===== config.mk =====
export PLATFORM = sky130hd
export DESIGN_NAME = dbrm_div
export DESIGN_NICKNAME = d
export VERILOG_FILES = /design/src/hw/rtl/dbrm_pkg.sv /design/src/hw/rtl/dbrm_div.sv
export SDC_FILE = /design/constraint.sdc
export NUM_CORES = 1
export LEC_CHECK = 0
export ABC_CLOCK_PERIOD_IN_PS = 4900
export BUFFER_PORTS_ARGS = -buffer_cell sky130_fd_sc_hd__buf_2
export CAP_MARGIN = 0
export CORE_MARGIN = 3
export CORE_UTILIZATION = 59
export DETAILED_ROUTE_END_ITERATION = 7
export MAX_ROUTING_LAYER = met4
export PLACE_DENSITY_LB_ADDON = 0.12
export SLEW_MARGIN = 15
export SYNTH_ARGS = -nofsm -noshare
export SYNTH_HDL_FRONTEND = slang
export SYNTH_SLANG_ARGS = --single-unit

===== constraint.sdc =====
create_clock -name clock -period 4.9 [get_ports clock]
set_input_delay 0.245 -clock clock [delete_from_list [all_inputs] [get_ports clock]]
set_output_delay 0.245 -clock clock [all_outputs]
set_load 0.02 [all_outputs]

===== src/hw/rtl/dbrm_pkg.sv =====
// ----------------------------------------------------------------------------
// dbrm_pkg
// Shared types and constants for the decaying byte rate meter.
// ----------------------------------------------------------------------------
package dbrm_pkg;

   localparam int TIME_W      = 32;
   localparam int SIZE_W      = 16;
   localparam int LEVEL_W     = 40;   // Q32.8 level
   localparam int BYTES_W     = 48;
   localparam int RATE_W      = 32;
   localparam int LIMIT_W     = 16;
   localparam int MULB_W      = 10;   // dt below 1000, or the constant 1000
   localparam int DIVIDEND_W  = BYTES_W + MULB_W;   // 58
   localparam int DIVISOR_W   = 32;
   localparam int DIVCNT_W    = 6;

   // divide by 1000: base 2^16 long division, reciprocal multiply per digit
   localparam int DQ_CHUNK_W  = 16;
   localparam int DQ_REM_W    = 10;   // remainder below 1000
   localparam int DQ_V_W      = DQ_REM_W + DQ_CHUNK_W;
   localparam int DQ_X_W      = 64;
   localparam int DQ_CHUNKS   = DQ_X_W / DQ_CHUNK_W;
   localparam int DQ_CNT_W    = 2;
   localparam int RECIP_W     = 27;
   localparam int RECIP_SHIFT = 36;

   localparam int REQ_DATA_W  = 48;
   localparam int RSP_DATA_W  = 72;

   localparam logic [LIMIT_W-1:0] LIMIT_RESET    = 16'd50;
   localparam logic [MULB_W-1:0]  MS_PER_SECOND  = 10'd1000;
   localparam logic [LEVEL_W-1:0] LEVEL_MAX      = {LEVEL_W{1'b1}};
   localparam logic [RECIP_W-1:0] RECIP_1000     = 27'd68719477;  // ceil(2^36/1000)

   typedef enum logic [3:0] {
      S_IDLE,
      S_DECAY,
      S_DECAY_START,
      S_DECAY_QUO,
      S_DECAY_REM,
      S_ADD,
      S_AVG,
      S_AVG_START,
      S_AVG_WAIT,
      S_DONE
   } state_type;

   typedef struct packed {
      logic start;
      logic done;
   } div_ctl_type;

endpackage


===== src/hw/rtl/dbrm_div.sv =====
// ----------------------------------------------------------------------------
// dbrm_div
// Restoring serial divider, one quotient bit per cycle, MSB first.
// ----------------------------------------------------------------------------
module dbrm_div (
   input  logic                             clock,
   input  logic                             reset,
   input  logic                             start,
   input  logic [dbrm_pkg::DIVIDEND_W-1:0]  dividend,
   input  logic [dbrm_pkg::DIVISOR_W-1:0]   divisor,
   output logic                             done,
   output logic [dbrm_pkg::DIVIDEND_W-1:0]  quotient
);
   import dbrm_pkg::*;

   logic [DIVIDEND_W-1:0] quo_ff, quo_in;
   logic [DIVISOR_W-1:0]  rem_ff, rem_in;
   logic [DIVISOR_W-1:0]  dvs_ff;
   logic [DIVCNT_W-1:0]   cnt_ff, cnt_in;
   logic                  busy_ff, busy_in;
   logic                  done_ff, done_in;
   logic [DIVISOR_W:0]    shifted;
   logic [DIVISOR_W+1:0]  diff;

   always_comb begin
      shifted = {rem_ff, quo_ff[DIVIDEND_W-1]};
      diff    = {1'b0, shifted} - {2'b00, dvs_ff};
      quo_in  = quo_ff;
      rem_in  = rem_ff;
      cnt_in  = cnt_ff;
      busy_in = busy_ff;
      done_in = 1'b0;
      if (start) begin
         quo_in  = dividend;
         rem_in  = '0;
         cnt_in  = DIVCNT_W'(DIVIDEND_W);
         busy_in = 1'b1;
      end else if (busy_ff) begin
         if (!diff[DIVISOR_W+1]) begin
            rem_in = diff[DIVISOR_W-1:0];
            quo_in = {quo_ff[DIVIDEND_W-2:0], 1'b1};
         end else begin
            rem_in = shifted[DIVISOR_W-1:0];
            quo_in = {quo_ff[DIVIDEND_W-2:0], 1'b0};
         end
         cnt_in = cnt_ff - 1'b1;
         if (cnt_ff == DIVCNT_W'(1)) begin
            busy_in = 1'b0;
            done_in = 1'b1;
         end
      end
   end

   always_ff @(posedge clock) begin
      quo_ff <= quo_in;
      rem_ff <= rem_in;
      if (start) begin
         dvs_ff <= divisor;
      end
      if (reset) begin
         cnt_ff  <= '0;
         busy_ff <= 1'b0;
         done_ff <= 1'b0;
      end else begin
         cnt_ff  <= cnt_in;
         busy_ff <= busy_in;
         done_ff <= done_in;
      end
   end

   assign done     = done_ff;
   assign quotient = quo_ff;

endmodule


**After elaboration in Yosys (flattened, before gate mapping)**

Index checks and enable logic that the tools add are counted.

- Flip-flop bits (word level): 130
- Bits of input ports: 93
- Word-level logic and storage cells: 24

- Add/subtract/negate cells: 2
- Equal/unequal tests: 1
- Mux-type cells: 10
- Bitwise operators: 1
- Reductions and logical operators: 3

Operators with widths:

| cell | number |
|---|---|
| 2-to-1 mux 58 bit | 2 |
| subtractor 33 x 32 -> 34 bit | 1 |
| 2-to-1 mux 32 bit | 1 |
| 2-to-1 mux 6 bit | 2 |
| == test 6 x 1 -> 1 bit, second input constant | 1 |
| subtractor 6 x 1 -> 6 bit, second input constant | 1 |
| 2-to-1 mux 1 bit | 5 |
| OR reduction 3 bit | 1 |
| nonzero test 2 bit | 1 |
| OR reduction 2 bit | 1 |
| inverter 1 bit | 1 |

**Longest topological paths before layout**

Gate-level depths: netlist of the first run.

- Word-level depth: 4
- Mapped depth: 14
- Depth with buffers taken out: 13

**Worst setup path before layout of the first run**

Ideal clock, no wire load.

- Path kind: register to register
- Start: reg quo_ff[57] (netlist: quotient[57])
- End: reg rem_ff[30]
- Arrival time: 2.961 ns
- Data required time: 4.801 ns
- Path slack: 1.840 ns
- Stages on the path, launching flop included: 13
- Buffers on the path: 0
- Path through: edfxtp_1 -> inv_1 -> ha_1 -> inv_1 -> fa_1 -> a21o_1 -> a221o_1 -> a21oi_1 -> o211ai_1 -> a41o_1 -> and4_1 -> o41a_1 -> o22ai_1

- Cells in the longest elaborated chain, start to end: 2

Ends and longest elaborated chain:

| item | line | RTL |
|---|---|---|
| from (decl) | dbrm_div.sv:16 | `logic [DIVIDEND_W-1:0] quo_ff, quo_in;` |
| from (signal assigned) | dbrm_div.sv:55 | `quo_ff <= quo_in;` |
| subtractor 33 x 32 -> 34 bit | dbrm_div.sv:27 | `diff = {1'b0, shifted} - {2'b00, dvs_ff};` |
| 2-to-1 mux 32 bit | dbrm_div.sv:39 | `if (!diff[DIVISOR_W+1]) begin` |
| to (signal assigned) | dbrm_div.sv:56 | `rem_ff <= rem_in;` |
| to (decl) | dbrm_div.sv:17 | `logic [DIVISOR_W-1:0] rem_ff, rem_in;` |

Every way passes these cells.
A chain may end at the register's enable or synchronous reset.

**Final worst setup path of the first run**

- Start: reg dvs_ff[22]
- End: reg rem_ff[2]

- Cells in the longest elaborated chain, start to end: 2

Ends and longest elaborated chain:

| item | line | RTL |
|---|---|---|
| from (decl) | dbrm_div.sv:18 | `logic [DIVISOR_W-1:0] dvs_ff;` |
| from (signal assigned) | dbrm_div.sv:58 | `dvs_ff <= divisor;` |
| subtractor 33 x 32 -> 34 bit | dbrm_div.sv:27 |  |
| 2-to-1 mux 32 bit | dbrm_div.sv:39 |  |

Every way passes these cells.

==> results of run 1 <==
[cell type report]
type	count	area, um2
inverter	46	173
tap	143	179
fill	826	2800
timing repair buffer	185	1090
sequential	130	3500
multi-input combinational	435	3140
clock buffer	22	454
clock inverter	10	135
[cells in the mapped netlist, drive strengths merged, types with 2 or more instances]
cell type | count | area [um2]
xnor2 | 18 | 158
nand4 | 4 | 25.0
a221oi | 2 | 17.5
nand2b | 5 | 31.3
nor3 | 13 | 65.1
nand3 | 6 | 30.0
edfxtp | 90 | 2700
clkbuf | 21 | 78.8
dfxtp | 40 | 801
o21a | 3 | 22.5
a21boi | 2 | 15.0
o211ai | 10 | 75.1
a211oi | 22 | 165
xor2 | 11 | 96.3
ha | 34 | 425
nand2 | 36 | 135
mux2 | 59 | 664
o21bai | 5 | 37.5
a21oi | 57 | 289
a21o | 15 | 113
a31oi | 3 | 18.8
buf | 10 | 70.1
o211a | 6 | 60.1
inv | 45 | 169
or3 | 3 | 18.8
and3 | 4 | 25.0
mux2i | 7 | 70.1
a2111oi | 2 | 23.8
o31a | 2 | 17.5
nor2 | 70 | 263
a211o | 2 | 17.5
o21ai | 16 | 80.1
a41oi | 2 | 25.0
[cells by family (layout without fill, tap and decap cells)]
| group | after synthesis | in the layout | share of synthesized area (%) |
|---|---|---|---|
| AO/OA/AOI/OAI | 159 | 159 | 15.3 |
| XOR/XNOR | 29 | 29 | 3.65 |
| adder cells (fa/ha/maj) | 35 | 35 | 6.41 |
| buffers and inverters | 77 | 263 | 4.63 |
| flip-flops | 130 | 130 | 50.4 |
| multiplexers | 66 | 66 | 10.6 |
| AND/OR/NAND/NOR | 146 | 146 | 9.04 |
[critical path: cells and delay by family (launching register included)]
| family | cells | cell delay [ns] |
|---|---|---|
| AO/OA/AOI/OAI | 4 | 1.14 |
| adder cells (fa/ha/maj) | 1 | 0.38 |
| buffers and inverters | 2 | 0.38 |
| flip-flops | 1 | 0.32 |
| multiplexers | 2 | 0.53 |
| AND/OR/NAND/NOR | 3 | 0.71 |
[layer usage]
layer / share of wire, % / wire length [um] / up-vias / GRT usage [%]
met5: 0 / 0 / - / -
met4: 1.8 / 280 / 0 / 8.71
met3: 6.4 / 1020 / 24 / 7.45
met2: 50 / 8050 / 184 / 41.9
met1: 41 / 6610 / 2604 / 31.3
li1: - / - / 2695 / -
[path summary, 6_finish.rpt]
kind / start / endpoint / slack (ns) / depth (start not counted)
worst max-delay path: dvs_ff[22]$_DFFE_PP_ / rem_ff[2]$_SDFFE_PP0P_ / 1.28 / 12
worst min-delay path: divisor[20] / dvs_ff[20]$_DFFE_PP_ / 0.02 / 1
worst max register to register: dvs_ff[22]$_DFFE_PP_ / rem_ff[2]$_SDFFE_PP0P_ / 1.28 / 12
worst min register to register: rem_ff[10]$_SDFFE_PP0P_ / rem_ff[10]$_SDFFE_PP0P_ / 0.51 / 2
[flip-flops by register name, summed over array words and instances (netlist names)]
signal	count
rem_ff	32
dvs_ff	32
quotient	58
busy_ff	1
done	1
cnt_ff	6
[power groups by stage]
stage,logic (mW),registers [mW],clock network [mW]
finish,0.720,1.35,1.27
global route,0.794,1.36,1.34
global placement,0.679,1.37,0
detailed placement,0.693,1.37,0
floorplan,0.452,1.43,0
CTS,0.717,1.35,1.29
[metrics by stage]
stage          cell area [um2]  cells
2_1_floorplan             6950    642
3_3_place_gp              7790    910
3_5_place_dp              7790    910
4_1_cts                   8660    970
5_1_grt                   8670    971
6_report                  8670    971
[what timing repair did]
| item | CTS | global route |
|---|---|---|
| hold buffers | 28 | 1 |
| endpoints found under the hold margin | 28 | 1 |
| resized for setup | 0 | 0 |
==> results.toml, run 1 <==
[synthesis]
synth-edff-count = 90
avgSynthCellArea_um2 = 10.8
ys.flop_type = "edfxtp_1"
ys_ff_latch = 130
async_reset_ff_share_pct = 0
syn_area_mm2 = 0.00695
seq_area_frac_synth_pct = 50.4
synth.distinct_cells = 57
synth_cells = 642
yosys_warnings = 0
syn-num-nets = 770

[power]
power_frac_seq_pct = 40.4
switching_share_pct = 27.9
power_switching_mw = 0.934
p_int_mw = 2.41
peakVddDrop_v = 0.000350
power_frac_comb_pct = 21.5
p_per_area_mw_per_mm2 = 386
p_leak_nw = 3.80
power_mw = 3.34
clkPwrFrac_pct = 38.0

[global_routing]
grt_max_degree = 66
grt_pass1_wl_um = 26100
grtUsageTotal_pct = 25.9
grt_pass1_vias = 5566
antenna_found_initial = 0
overflow = 0

[timing]
finalHoldViolCount = 0
tns_ns = 0
fin_skew_ns = 0.00736
max_freq_mhz = 276
setup_violations = 0
slew_violations = 0
min_period_ns = 3.62
worst_pin_slew_ns = 0.775
relSlewSlack_pct = 48.3
fin_ws_ns = 1.28
timing.final.crit_share_pct = 73.9
rsz0062_at_grt = "no"
hold-worst-slack_ns = 0.0193

[cts]
cts_buffer_depth = 2
cts_tree = "built"
cts_sinks = 130
path_clk_slew_ns = 0.06
postCtsSetupBuffers = 0
htreeDepth = 4
clockRootBuffer = "clkbuf_16"
clk-insertion-delay-late_ns = 0.42
cts_buffers = 17

[placed_design]
place_ws_ns = 1.32
dp_hpwl_um = 10900
globalplace.congestion = 0.969
numPortBuffers = 151

[die]
core_area_mm2 = 0.0115
fp.dieW_um = 115
fp.dieH_um = 115
die_area_mm2 = 0.0131
start_util_pct = 60.6
rows = 39
ios = 152

[critical_path]
crit_path_max_fanout = 22
startpoint_type = "flop"
required_ns = 5.17
cpPeakStageDelay_ns = 0.62
crit_path_cell_trace = "inv_1 > ha_1 > a21oi_1 > o21ai_1 > or3_1 > or2_0 > o21a_1 > a41oi_4 > buf_4 > mux2_2 > mux2i_1 > nor2_1"
worstSetupPathType = "flop to flop"
arrival_ns = 3.89
endpoint_kind = "flop"
slowest_stage = "a41oi_4"

[route]
drtPass1Iterations = 5
drc_errors = 0
drt-initial-drc-count = 368
viasPerCell = 5.67
ant_nets = 0
wirelength_um = 16000
vias = 5507
wl_per_cell_um = 16.4

[cells_and_area]
post-route-util_pct = 75.6
final_cell_mix = "150 x buf_2, 90 x edfxtp_1, 70 x nor2_1, 59 x mux2_2, 56 x a21oi_1"
num_antenna_cells = 0
areaGrowthSynthToFinish_pct = 24.7
finalNetCount = 943
final_common_cell = "buf_2"
drive_above_1_share_pct = 29.8

[min_path]
hold_path_class = "input port to flop"

[outcome]
status = "finished clean"

[job]
drv_cap = 0
Note: power is estimated with default switching activity, not from simulation.
==> inputs of run 2 (changes only) <==
--- a/config.mk
+++ b/config.mk
@@ -5,11 +5,11 @@
 export SDC_FILE = /design/constraint.sdc
 export NUM_CORES = 1
 export LEC_CHECK = 0
-export ABC_CLOCK_PERIOD_IN_PS = 4900
+export ABC_CLOCK_PERIOD_IN_PS = 3450
 export BUFFER_PORTS_ARGS = -buffer_cell sky130_fd_sc_hd__buf_2
 export CAP_MARGIN = 0
 export CORE_MARGIN = 3
-export CORE_UTILIZATION = 59
+export CORE_UTILIZATION = 55
 export DETAILED_ROUTE_END_ITERATION = 7
 export MAX_ROUTING_LAYER = met4
 export PLACE_DENSITY_LB_ADDON = 0.12
==> constraint.sdc (replaced) <==
create_clock -name clock -period 3.45 [get_ports clock]
set_input_delay 0.1725 -clock clock [delete_from_list [all_inputs] [get_ports clock]]
set_output_delay 0.1725 -clock clock [all_outputs]
set_load 0.02 [all_outputs]
==> run 2 against run 1 <==
Sequential share of layout area down 0.75 points. Flip-flop and latch count unchanged. Combinational power up 44%. Register-to-register slack worse by 1.0 ns. Fmax up 13%. Die area up 6.9%. Via count down 1.0%. First-iteration DRC count down 10%. Critical path type unchanged. Highest routed layer unchanged.
==> results.toml, run 2 (synthesized netlist as in run 1, its figures left out) <==
[outcome]
status = "finished clean"

[cells_and_area]
final_area_mm2 = 0.00883
finalNonFillerCells = 1002
drive_above_1_share_pct = 30.6
areaGrowthSynthToFinish_pct = 27.1
final_common_cell = "buf_2"
largest_reg_flops = 58
num_antenna_cells = 0
final_cell_mix = "150 x buf_2, 90 x edfxtp_1, 70 x nor2_1, 59 x mux2_2, 56 x a21oi_1"
finalNetCount = 949

[die]
rows = 40
fp.dieW_um = 118
core_area_mm2 = 0.0122
die_area_mm2 = 0.0140
fp.dieH_um = 118
start_util_pct = 57.2
ios = 152

[cts]
cts_buffer_depth = 2
cts_sinks = 130
clockRootBuffer = "clkbuf_16"
htreeDepth = 4
cts_buffers = 17
cts_tree = "built"
path_clk_slew_ns = 0.06
clk-insertion-delay-late_ns = 0.42

[route]
vias = 5451
drtPass1Iterations = 4
ant_nets = 0
wirelength_um = 15900
drc_errors = 0
viasPerCell = 5.44
drt-initial-drc-count = 330
wl_per_cell_um = 15.9

[critical_path]
critPathBufInv = 2
required_ns = 3.78
arrival_ns = 3.54
crit_path_cell_trace = "inv_1 > ha_1 > inv_1 > fa_1 > a21o_1 > a221o_1 > a21oi_1 > o211ai_1 > a41o_1 > and4_1 > o41a_1 > o22ai_1"
crit_path_max_fanout = 4
critical_path.top_delay_family = "compound AO/OA/AOI/OAI gates"
endpoint_kind = "flop"
cpPeakStageDelay_ns = 0.40
rrSetupSlack_ns = 0.24
startpoint_type = "flop"
slowest_stage = "edfxtp_1"
crit_top_cell = "inv_1"
worstSetupPathType = "flop to flop"

[power]
power_mw = 4.89
p_leak_nw = 3.86
peakVddDrop_v = 0.000597
p_per_area_mw_per_mm2 = 553

[timing]
relSlewSlack_pct = 55.2
tns_ns = 0
timing.final.crit_share_pct = 93.0
fin_ws_ns = 0.242
setup_violations = 0
finalHoldViolCount = 0
worst_pin_slew_ns = 0.671
min_period_ns = 3.21
max_freq_mhz = 312
slew_violations = 0
fin_skew_ns = 0.00917

[global_routing]
antenna_found_initial = 0
grt_util_met3_pct = 7.13
busiest_layer = "met2"
grt_max_degree = 111
grtUsageTotal_pct = 24.1
grt_pass1_vias = 5527
met1_usage_pct = 29.7
overflow = 0
grtUsageMet2_pct = 39.3
grt_pass1_wl_um = 26600

[placed_design]
numPortBuffers = 151
place_inst = 937
dp_hpwl_um = 10800
placed_area_mm2 = 0.00787
place_ws_ns = 0.252
globalplace.congestion = 0.950

[min_path]
hold_path_class = "input port to flop"

[job]
drv_cap = 0
==> run 2: cell types whose count changed in the layout (fill, tap and decap cells not counted) <==
cell           before  now
dlygate4sd3_1      29   32
clkinv_4            1    3
a2111oi_0           1    0
clkinv_1            3    1
inv_6               1    4
buf_12              0    3
bufinv_16           3    4
clkbuf_1            4    1
a2111oi_1           0    1
clkbuf_8            1    0
==> run 2: area by class of cell <==
type                       count  area [um2]
sequential                   130        3500
clock inverter                14         201
timing repair buffer         191        1180
inverter                      46         173
tap                          168         210
clock buffer                  18         429
multi-input combinational    435        3140
fill                         877        3330
==> run 2: timing repair <==
item                                   in CTS  in global routing
resized for setup                           0                  1
hold buffers                               32                  0
buffers inserted                            0                  1
setup endpoints to repair                   0                  3
endpoints found under the hold margin      32                  0
==> run 2: worst reg2reg max path, stage by stage (launching register included) <==
cell and delay [ns]:
edfxtp_1 0.40, inv_1 0.08, ha_1 0.16, inv_1 0.05, fa_1 0.39, a21o_1 0.22
a221o_1 0.34, a21oi_1 0.22, o211ai_1 0.21, a41o_1 0.33, and4_1 0.19, o41a_1 0.40
o22ai_1 0.13
==> run 2: per-layer routing <==
metal	wire length (um)	up-vias
met1	7130	2571
met3	919	17
met5	0	-
li1	-	2708
met4	188	0
met2	7710	155
==> run 2: final timing paths <==
path | endpoint | from | cells after the start
hold reg to reg | rem_ff[24]$_SDFFE_PP0P_ | rem_ff[24]$_SDFFE_PP0P_ | 2
setup / recovery | rem_ff[30]$_SDFFE_PP0P_ | quotient[57]$_DFFE_PP_ | 12
setup reg to reg | rem_ff[30]$_SDFFE_PP0P_ | quotient[57]$_DFFE_PP_ | 12
hold / removal | busy_ff$_SDFF_PP0_ | reset | 2
==> run 2: through the flow <==
stage                     hold slack [ns]  util, %
after floorplan                     0.271        -
after global placement              0.348     64.7
after detailed placement            0.351     64.7
after CTS                          0.0236     72.6
after global routing               0.0381     72.6
final                              0.0438     72.6
==> run 2: where the power goes <==
| group | internal (mW) | switching [mW] |
|---|---|---|
| Clock | 1.22 | 0.705 |
| Sequential | 1.84 | 0.0877 |
| Combinational | 0.450 | 0.587 |
==> inputs of run 3 (changes only) <==
--- a/config.mk
+++ b/config.mk
@@ -5,11 +5,12 @@
 export SDC_FILE = /design/constraint.sdc
 export NUM_CORES = 1
 export LEC_CHECK = 0
+export ABC_AREA = 1
 export ABC_CLOCK_PERIOD_IN_PS = 3450
 export BUFFER_PORTS_ARGS = -buffer_cell sky130_fd_sc_hd__buf_2
 export CAP_MARGIN = 0
 export CORE_MARGIN = 3
-export CORE_UTILIZATION = 55
+export CORE_UTILIZATION = 57
 export DETAILED_ROUTE_END_ITERATION = 7
 export MAX_ROUTING_LAYER = met4
 export PLACE_DENSITY_LB_ADDON = 0.12
==> run 3 against run 2 <==
Via count grew 35%. Synthesized cell count grew 72%. Synthesized area grew 16%.
==> results.toml, run 3 <==
[outcome]
status = "finished clean"

[critical_path]
crit_path_max_fanout = 31
required_ns = 3.81
arrival_ns = 2.82
startpoint_type = "flop"
worstSetupPathType = "flop to flop"
endpoint_kind = "flop"

[die]
core_area_mm2 = 0.0136
ios = 152
die_area_mm2 = 0.0156
start_util_pct = 59.5
rows = 42
fp.dieH_um = 125
fp.dieW_um = 125

[global_routing]
grt_pass1_wl_um = 35000
grtUsageTotal_pct = 28.3
grt_pass1_vias = 7444
overflow = 0
antenna_found_initial = 0
met1_usage_pct = 34.7
grt_max_degree = 63
grt_util_met3_pct = 5.20
busiest_layer = "met2"
grtUsageMet2_pct = 47.6

[synthesis]
yosysTopAreaCell = "edfxtp_1"
synth_top_area_share_pct = 33.5
ys.flop_type = "edfxtp_1"
ys_ff_latch = 130
seq_area_frac_synth_pct = 43.4
yosys_warnings = 0
synth.most_common_cell = "nand2_1"
synth.distinct_cells = 40
async_reset_ff_share_pct = 0
syn-num-nets = 1235
syn_area_mm2 = 0.00807
synth-edff-count = 90
synthTopCellsByCount = "480 x nand2_1, 180 x inv_1, 90 x edfxtp_1"
synth_cells = 1107
avgSynthCellArea_um2 = 7.29
netlist_top_cells_area = "edfxtp_1 34%, nand2_1 22%, dfxtp_1 9.9%, inv_1 8.4%, ha_1 5.3%"

[cts]
cts.repair.resized = 0
path_clk_slew_ns = 0.06
clockRootBuffer = "clkbuf_16"
cts_buffer_depth = 2
cts_sinks = 130
cts_tree = "built"
htreeDepth = 4
clk-insertion-delay-late_ns = 0.42
cts_buffers = 17

[placed_design]
place_ws_ns = 1.03
dp_hpwl_um = 15100
globalplace.congestion = 0.971
place_inst = 1411
numPortBuffers = 151
placed_area_mm2 = 0.00894

[timing]
timing.final.crit_share_pct = 71.1
setup_violations = 0
hold-worst-slack_ns = 0.0139
fin_ws_ns = 0.998
slew_violations = 0
rsz0062_at_grt = "no"
min_period_ns = 2.45
fin_skew_ns = 0.00933
finalHoldViolCount = 0
max_freq_mhz = 408
relSlewSlack_pct = 31.8
tns_ns = 0
worst_pin_slew_ns = 1.02

[cells_and_area]
areaGrowthSynthToFinish_pct = 21.9
ff_latch_area_mm2 = 0.00350
final_cell_mix = "480 x nand2_1, 179 x inv_1, 150 x buf_2, 90 x edfxtp_1, 76 x nand3_1"
final_area_mm2 = 0.00984
final_common_cell = "nand2_1"
finalNonFillerCells = 1476
finalNetCount = 1415
post-route-util_pct = 72.6
largest_reg_flops = 58
num_antenna_cells = 0
multi_input_area_mm2 = 0.00369
drive_above_1_share_pct = 17.6
fillers = 1127

[route]
vias = 7365
wl_per_cell_um = 14.2
drt-initial-drc-count = 526
drtPass1Iterations = 5
ant_nets = 0
wirelength_um = 21000
viasPerCell = 4.99
drc_errors = 0

[power]
power_frac_comb_pct = 14.3
power_mw = 4.18
clkPwrFrac_pct = 41.3
p_leak_nw = 5.33
switching_share_pct = 27.2
power_frac_seq_pct = 44.4
p_int_mw = 3.05
power_switching_mw = 1.14
p_per_area_mw_per_mm2 = 425
peakVddDrop_v = 0.000341

[min_path]
hold_path_class = "input port to flop"

[job]
drv_cap = 0
## run 3: cell types whose count changed in the layout (fill, tap and decap cells not counted), sizes merged, moves of 7 or more
cell,delta
nand4,+7
a211oi,-22
o211ai,-10
mux2,-59
mux2i,-7
inv,+144
nand3,+80
a21oi,-35
nand3b,+13
nor2,-19
a21o,-15
nand2,+455
## run 3: layer usage
| metal | vias up | share of wire [%] | wire, um |
|---|---|---|---|
| met2 | 248 | 48 | 10200 |
| met1 | 3269 | 44 | 9200 |
| met3 | 35 | 5.6 | 1170 |
| li1 | 3813 | - | - |
| met5 | - | 0 | 0 |
| met4 | 0 | 2.2 | 465 |
## run 3: cells by family (layout without fill, tap and decap cells)
group / Yosys count / in the layout / share of synthesized area (%)
buf+inv: 217 / 410 / 10.8
compound gates: 43 / 43 / 3.04
fa+ha+maj: 35 / 35 / 5.52
xor+xnor: 17 / 17 / 1.85
simple gates: 665 / 665 / 35.3
flops: 130 / 130 / 43.4
## run 3: power by group through the flow
stage / sequential, mW / clock (mW) / combinational [mW]
after CTS: 1.86 / 1.75 / 0.597
after global routing: 1.87 / 1.82 / 0.663
final: 1.86 / 1.73 / 0.597
after detailed placement: 1.88 / 0 / 0.566
after global placement: 1.89 / 0 / 0.559
after floorplan: 1.97 / 0 / 0.270
## run 3: repair_timing
action / CTS / global route
hold endpoints to repair: 33 / 0
hold buffers: 33 / 0
buffers inserted: 0 / 0
## run 3: layout make-up
cell class | instances | area share, %
Multi-Input combinational cell | 760 | 37.5
Sequential cell | 130 | 35.6
Timing Repair Buffer | 191 | 11.7
Inverter | 187 | 7.14
Clock buffer | 23 | 5.08
Tap cell | 176 | 2.24
Clock inverter | 9 | 0.661
## run 3: final timing paths
kind,start,to,slack (ns),cells past startpoint
max,dvs_ff[20]$_DFFE_PP_,rem_ff[18]$_SDFFE_PP0P_,1.0,13
min,dividend[44],quotient[44]$_DFFE_PP_,0.01,3
min reg2reg,rem_ff[19]$_SDFFE_PP0P_,rem_ff[19]$_SDFFE_PP0P_,0.47,2
max reg2reg,dvs_ff[20]$_DFFE_PP_,rem_ff[18]$_SDFFE_PP0P_,1.0,13
## run 3: critical path, stage by stage (launching register included)
cell and delay, ns:
edfxtp_1 0.36, inv_1 0.09, ha_1 0.29, nand2_1 0.10, nand2_1 0.08, inv_1 0.06
nand2_1 0.07, a21oi_2 0.21, nor2_4 0.07, nor2_8 0.32, nand2_4 0.33, nand2_1 0.16
nand3_1 0.12, nand2_1 0.11
